`config.mk`:
```
export PLATFORM = sky130hd
export DESIGN_NAME = polynomial_store_evaluate
export DESIGN_NICKNAME = d
export VERILOG_FILES = /design/src/sv/pse_pkg.sv /design/src/sv/polynomial_store_evaluate.sv
export SDC_FILE = /design/constraint.sdc
export NUM_CORES = 2
export LEC_CHECK = 0
export BUFFER_PORTS_ARGS = -buffer_cell sky130_fd_sc_hd__buf_4
export CAP_MARGIN = 20
export CELL_PAD_IN_SITES_DETAIL_PLACEMENT = 2
export CELL_PAD_IN_SITES_GLOBAL_PLACEMENT = 2
export CORE_ASPECT_RATIO = 0.8
export CORE_MARGIN = 4
export CORE_UTILIZATION = 48
export CTS_CLUSTER_DIAMETER = 50
export DETAILED_ROUTE_END_ITERATION = 12
export PLACE_DENSITY_LB_ADDON = 0.1
export SYNTH_ARGS = -nofsm -noshare
export SYNTH_HDL_FRONTEND = slang
export SYNTH_SLANG_ARGS = --single-unit
```
`constraint.sdc`:
```
create_clock -name clk -period 11.9 [get_ports clk]
set_input_delay 0.595 -clock clk [delete_from_list [all_inputs] [get_ports clk]]
set_output_delay 0.595 -clock clk [all_outputs]
set_load 0.01 [all_outputs]
```
`src/sv/pse_pkg.sv`:
```
// Shared types and constants for the polynomial store and evaluator.
package pse_pkg;

	localparam int KIND_W  = 2;
	localparam int EXP_W   = 4;
	localparam int DATA_W  = 32;
	localparam int DEG_W   = 3;
	localparam int COUNT_W = 4;

	localparam logic [KIND_W-1:0] KIND_WRITE = 2'd0;
	localparam logic [KIND_W-1:0] KIND_READ  = 2'd1;
	localparam logic [KIND_W-1:0] KIND_EVAL  = 2'd2;

	typedef enum logic [2:0] {
		ST_IDLE = 3'b001,
		ST_READ = 3'b010,
		ST_EVAL = 3'b100
	} state_t;

endpackage

```
`src/sv/polynomial_store_evaluate.sv`:
```
// Coefficient store with term write, term read and polynomial evaluation.
//
// A transaction is taken when start is high and busy is low, and each one
// gives exactly one result, shown for a single cycle while done is high; the
// receiver cannot stall it. A term write, or an unused kind, returns its result
// in the cycle after acceptance and leaves busy low. A term read passes through
// the READ state, as the coefficient memory has a registered read port. An
// evaluation runs Horner's rule on one shared 32 by 32 multiply-accumulate
// unit, one coefficient per cycle, walking the memory from the highest
// exponent down. Writing the degree register starts a new, all-zero polynomial;
// it takes effect on the clock edge at which degree_we is high.
module polynomial_store_evaluate #(
	parameter int MAX_DEGREE = 7
) (
	input  logic                          clk,
	input  logic                          arst_n,
	input  logic                          start,
	output logic                          busy,
	input  logic [pse_pkg::KIND_W-1:0]    kind,
	input  logic [pse_pkg::EXP_W-1:0]     exponent,
	input  logic signed [pse_pkg::DATA_W-1:0] coef_value,
	input  logic signed [pse_pkg::DATA_W-1:0] x_value,
	input  logic                          degree_we,
	input  logic [pse_pkg::DEG_W-1:0]     degree_data,
	output logic                          done,
	output logic                          ok,
	output logic signed [pse_pkg::DATA_W-1:0] coef_out,
	output logic signed [pse_pkg::DATA_W-1:0] poly_value,
	output logic [pse_pkg::COUNT_W-1:0]   term_count
);
	import pse_pkg::*;

	localparam int DEPTH   = MAX_DEGREE + 1;
	localparam int AW      = (DEPTH > 1) ? $clog2(DEPTH) : 1;
	localparam int CW      = $clog2(DEPTH + 1);
	localparam int DEG_CAP = (MAX_DEGREE > 7) ? 7 : MAX_DEGREE;

	// Coefficient memory; the nonzero flags double as its valid bits.
	logic [DATA_W-1:0] mem [DEPTH];
	logic [DEPTH-1:0]  nz_q;
	logic [CW-1:0]     count_q;
	logic [DEG_W-1:0]  degree_q;

	state_t            state_q;
	logic [AW-1:0]     cnt_q;
	logic [DATA_W-1:0] x_q;
	logic [DATA_W-1:0] acc_q;
	logic              in_range_q;

	logic [DATA_W-1:0] rd_data_q;
	logic              rd_nz_q;

	logic              done_q;
	logic              ok_q;
	logic [DATA_W-1:0] coef_out_q;
	logic [DATA_W-1:0] poly_q;

	logic [DEG_W-1:0]  deg_eff;
	logic              in_range;
	logic              accept;
	logic [AW-1:0]     exp_idx;
	logic [AW-1:0]     deg_idx;
	logic [AW-1:0]     rd_addr;
	logic [DATA_W-1:0] prod;
	logic [DATA_W-1:0] mac;

	assign deg_eff  = (degree_q > DEG_W'(DEG_CAP)) ? DEG_W'(DEG_CAP) : degree_q;
	assign in_range = exponent <= {1'b0, deg_eff};
	assign accept   = start && (state_q == ST_IDLE);
	assign exp_idx  = AW'(exponent);
	assign deg_idx  = AW'(deg_eff);

	always_comb begin
		if (state_q == ST_EVAL) begin
			rd_addr = cnt_q - 1'b1;
		end else if (kind == KIND_EVAL) begin
			rd_addr = deg_idx;
		end else begin
			rd_addr = exp_idx;
		end
	end

	// Shared multiply-accumulate: acc * x + coefficient, wrapping at 32 bits.
	assign prod = acc_q * x_q;
	assign mac  = prod + (rd_nz_q ? rd_data_q : '0);

	always_ff @(posedge clk) begin
		if (accept && kind == KIND_WRITE && in_range) begin
			mem[exp_idx] <= coef_value;
		end
		rd_data_q <= mem[rd_addr];
	end

	always_ff @(posedge clk or negedge arst_n) begin
		if (!arst_n) begin
			nz_q     <= '0;
			count_q  <= '0;
			degree_q <= '0;
			rd_nz_q  <= 1'b0;
		end else begin
			rd_nz_q <= nz_q[rd_addr];
			if (degree_we) begin
				degree_q <= degree_data;
				nz_q     <= '0;
				count_q  <= '0;
			end else if (accept && kind == KIND_WRITE && in_range) begin
				nz_q[exp_idx] <= coef_value != '0;
				if (coef_value != '0 && !nz_q[exp_idx]) begin
					count_q <= count_q + 1'b1;
				end else if (coef_value == '0 && nz_q[exp_idx]) begin
					count_q <= count_q - 1'b1;
				end
			end
		end
	end

	always_ff @(posedge clk or negedge arst_n) begin
		if (!arst_n) begin
			state_q <= ST_IDLE;
			cnt_q   <= '0;
			done_q  <= 1'b0;
		end else begin
			done_q <= 1'b0;
			case (state_q)
				ST_IDLE: begin
					if (accept) begin
						if (kind == KIND_READ) begin
							state_q <= ST_READ;
						end else if (kind == KIND_EVAL) begin
							state_q <= ST_EVAL;
							cnt_q   <= deg_idx;
						end else begin
							done_q <= 1'b1;
						end
					end
				end
				ST_READ: begin
					state_q <= ST_IDLE;
					done_q  <= 1'b1;
				end
				ST_EVAL: begin
					if (cnt_q == '0) begin
						state_q <= ST_IDLE;
						done_q  <= 1'b1;
					end else begin
						cnt_q <= cnt_q - 1'b1;
					end
				end
				default: begin
					state_q <= ST_IDLE;
				end
			endcase
		end
	end

	// Payload registers of the result and the evaluation datapath.
	always_ff @(posedge clk) begin
		case (state_q)
			ST_IDLE: begin
				if (accept) begin
					in_range_q <= in_range;
					x_q        <= x_value;
					acc_q      <= '0;
					ok_q       <= (kind == KIND_WRITE) && in_range;
					coef_out_q <= '0;
					poly_q     <= '0;
				end
			end
			ST_READ: begin
				ok_q       <= in_range_q && rd_nz_q;
				coef_out_q <= (in_range_q && rd_nz_q) ? rd_data_q : '0;
			end
			ST_EVAL: begin
				acc_q <= mac;
				if (cnt_q == '0) begin
					ok_q   <= 1'b1;
					poly_q <= mac;
				end
			end
			default: begin
				ok_q <= 1'b0;
			end
		endcase
	end

	assign busy       = state_q != ST_IDLE;
	assign done       = done_q;
	assign ok         = ok_q;
	assign coef_out   = coef_out_q;
	assign poly_value = poly_q;
	assign term_count = COUNT_W'(count_q);

	a_done_idle: assert property (@(posedge clk) disable iff (!arst_n)
		done |-> !busy)
		else $error("result strobe while the sequencer is still running");

	a_one_result: assert property (@(posedge clk) disable iff (!arst_n)
		(start && !busy) |=> (done || busy))
		else $error("accepted transaction produced neither a result nor work");

	a_count_range: assert property (@(posedge clk) disable iff (!arst_n)
		count_q <= CW'(DEPTH))
		else $error("nonzero term count exceeds the store depth");

	a_count_flags: assert property (@(posedge clk) disable iff (!arst_n)
		(count_q == '0) == (nz_q == '0))
		else $error("term count disagrees with the nonzero flags");

	a_fail_zero: assert property (@(posedge clk) disable iff (!arst_n)
		(done && !ok) |-> (coef_out == '0 && poly_value == '0))
		else $error("rejected transaction returned nonzero data");

endmodule

```
==> metrics.md <==
| Metric | Value |
|---|---|
| Status | `completed` |
| Die Y-Extent | `243 um` |
| CP peak stage delay | `1.03 ns` |
| Setup bufs post-CTS | `0` |
| Synthesized area | `33000 um^2` |
| List of most frequent post-synthesis cells | `inv_1, fa_1, edfxtp_1` |
| Post-route DRC | `0` |
| DR pass1 iterations | `6` |
| Ys Warns | `0` |
| Antenna violations before repair | `12` |
| Sequential fraction of the synthesis area | `38.8%` |
| Final Hold Violating Endpoints | `0` |
| CTS buffer count | `55` |
| Crit path capture type | `register` |
| Tmin final | `approximately 8.5 ns` |
| Slowest cell on crit path | `edfxtp_1` |
| Most common cell in the netlist | `inv_1` |
| Overflow after GRT | `0` |
| Critical path required time | `12.24 ns` |
| Clock Tree Root | `clkbuf_16` |
| Worst Path Arrival | `8.80 ns` |
| Via count | `21700` |
| Max Clk Rate | `0.118 GHz` |
| Drt total wl | `119000 um` |
| First-pass GRT wire length | `173000 um` |
| Clk slew on worst S/H paths | `0.06 ns` |
| Io pins | `roughly 150` |
| Post-synthesis async set-or-reset flop share | `5.22%` |
| Vias per Instance | `5.74` |
| RSZ-0062 raised after global routing | `false` |
| Chip Width | `301 um` |
| DPL Wire Length | `80700 um` |
| Synth Register Bits | `441` |
| Layout Utilization | `between 50% and 60%` |
| Largest net degree at the start of global routing | `between 50 and 60` |
| Port bufs | `around 150` |
| CTS Buffer Depth | `3` |
| Finish-stage setup viols | `0` |
| Cts-stage hold buffer count | `1` |
| DR iter-0 viols | `1797` |
| Syn Area/Cell | `12.3 um^2` |
| Sink Count | `about 440` |
| Post-synth top area share | `35.1%` |
| CTS tree | `built` |
| Tcrit/Tclk final | `approximately 71%` |
| Crit path launch type | `register` |
| Full die area | `around 73000 um^2` |
| Buf/Inv on CP | `5` |
| HP Class | `input port to register` |
| Top cell type by total area after synthesis | `edfxtp_1` |
| Netlist cell types | `54` |
| Layout cells sized above 1 | `13.8%` |
| GRT Total Usage | `32.6%` |
| Initial core utilization | `48.7%` |
| Top delay family on crit path | `adder cells` |
| Max transition margin | `15.1%` |
| Synth Instances | `between 2000 and 3000` |
| Slew @ Worst Pin | `around 1.3 ns` |
| Clock latency on the worst-skew pair | `0.66 ns` |
| Most used cell, CP | `fa_1` |
| Crit path max fanout | `22` |
| PostCTS Resize Cnt | `0` |
| Post-synth EDFFs | `around 390` |
| Setup CP Type | `register to register` |
| Max Slew Vio Count | `0` |
| Leading register cell type out of synthesis | `edfxtp_1` |
| CP cell instances | `nand2_1 > fa_1 > inv_1 > fa_1 > fa_1 > inv_1 > fa_1 > inv_1 > ha_1 > ha_1 > fa_1 > inv_1 > fa_1 > inv_1 > ha_1 > nand2_1 > nor3_1 > o31a_1 > o21ai_0 > o31ai_1 > xnor2_1 > nor2_1` |
| Detail Route Antenna Nets | `0` |
| MaxCap Viol Count | `0` |
| DR WL/cell | `31.4 um` |
| Post-route setup TNS | `0 ns` |
| Synth-to-Final Area Change | `12.7%` |
| Nets | `roughly 3500` |
| H-tree Lvls | `2` |
| Clk_skew | `0.0417 ns` |
| Core area | `67700 um^2` |
| Row count | `85` |
| Vias in the first global route | `25800` |
| Ranking of synthesized cells by area | `edfxtp_1, fa_1, and2_1, inv_1, ha_1` |
| Net Count, Synth | `between 3000 and 4000` |
| Routability-driven placement congestion ratio | `approximately 0.84` |
## stage by stage
step	instances	cell area, um^2	setup WS [ns]	hold slack (ns)
finish	3772	37200	3.44	0.120
global route	3769	37200	3.31	0.0988
CTS	3761	37100	3.61	0.0867
detailed placement	3656	35100	3.74	0.521
global placement	3656	35100	4.02	0.513
floorplan	2686	33000	4.93	0.299
## cell families after synthesis
family	Yosys count	share of synthesized area, %
AO/OA/AOI/OAI	98	2.01
XOR/XNOR	86	2.37
adder cells (fa/ha/maj)	573	31.7
buffers and inverters	633	7.22
flip-flops	441	38.8
multiplexers	116	6.22
AND/OR/NAND/NOR	739	11.7
## registers in the layout, indices dropped and copies added, names as in the netlist, 3 cells and up
| signal | count |
|---|---|
| acc_q | 32 |
| poly_value | 32 |
| term_count | 4 |
| state_q | 3 |
| degree_q | 3 |
| cnt_q | 3 |
| x_q | 32 |
| nz_q | 8 |
| mem | 256 |
| coef_out | 32 |
| rd_data_q | 32 |
## worst paths after layout
check	startpoint	end	slack, ns	depth (start not counted)
min in group asynchronous	arst_n	cnt_q[2]$_DFFE_PN0P_	0.39	2
hold / removal	x_value[13]	x_q[13]$_DFFE_PP_	0.12	1
setup reg to reg	acc_q[10]$_DFFE_PP_	acc_q[25]$_DFFE_PP_	3.44	22
hold reg to reg	term_count[3]$_DFFE_PN0P_	term_count[3]$_DFFE_PN0P_	0.58	2
setup / recovery	acc_q[10]$_DFFE_PP_	acc_q[25]$_DFFE_PP_	3.44	22
max in group asynchronous	arst_n	state_q[0]$_DFFE_PN1P_	11.21	2
## layout make-up
class	count	area (um^2)
clock buffer	76	1540
tap	913	1140
antenna	6	15.0
sequential	441	12800
clock inverter	28	384
timing repair buffer	183	1450
multi-input combinational	1612	17900
fill	6351	30600
inverter	513	1930
## layer usage
layer,track usage [%],routed length (um),share of wire [%],vias to the layer above
li1,-,-,-,8715
met4,14.0,5510,4.6,8
met2,54.6,59000,50,923
met1,41.4,45800,39,11700
met3,6.60,8150,6.9,271
met5,0,53,0.045,-
## cells in the final DEF (no fill, tap or decap), drive strengths merged, types with 3 or more instances in the layout
cell	instances
xnor2	60
nand3	6
clkbuf	76
nor2	64
edfxtp	386
nor4	9
and3	6
buf	182
ha	134
dfxtp	32
mux2	34
nor3	8
mux4	68
a211oi	3
o31a	3
o21ai	20
dfrtp	22
o31ai	3
a31oi	7
nand2b	8
inv	520
o21a	5
clkinv	15
a21o	18
fa	439
and2	383
nand4	3
mux2i	14
xor2	24
nor2b	6
bufinv	6
a21oi	21
diode	6
nand2	240
Power is not shown: default switching activity piles up to over one toggle a cycle in this logic, so the estimate is an artifact.
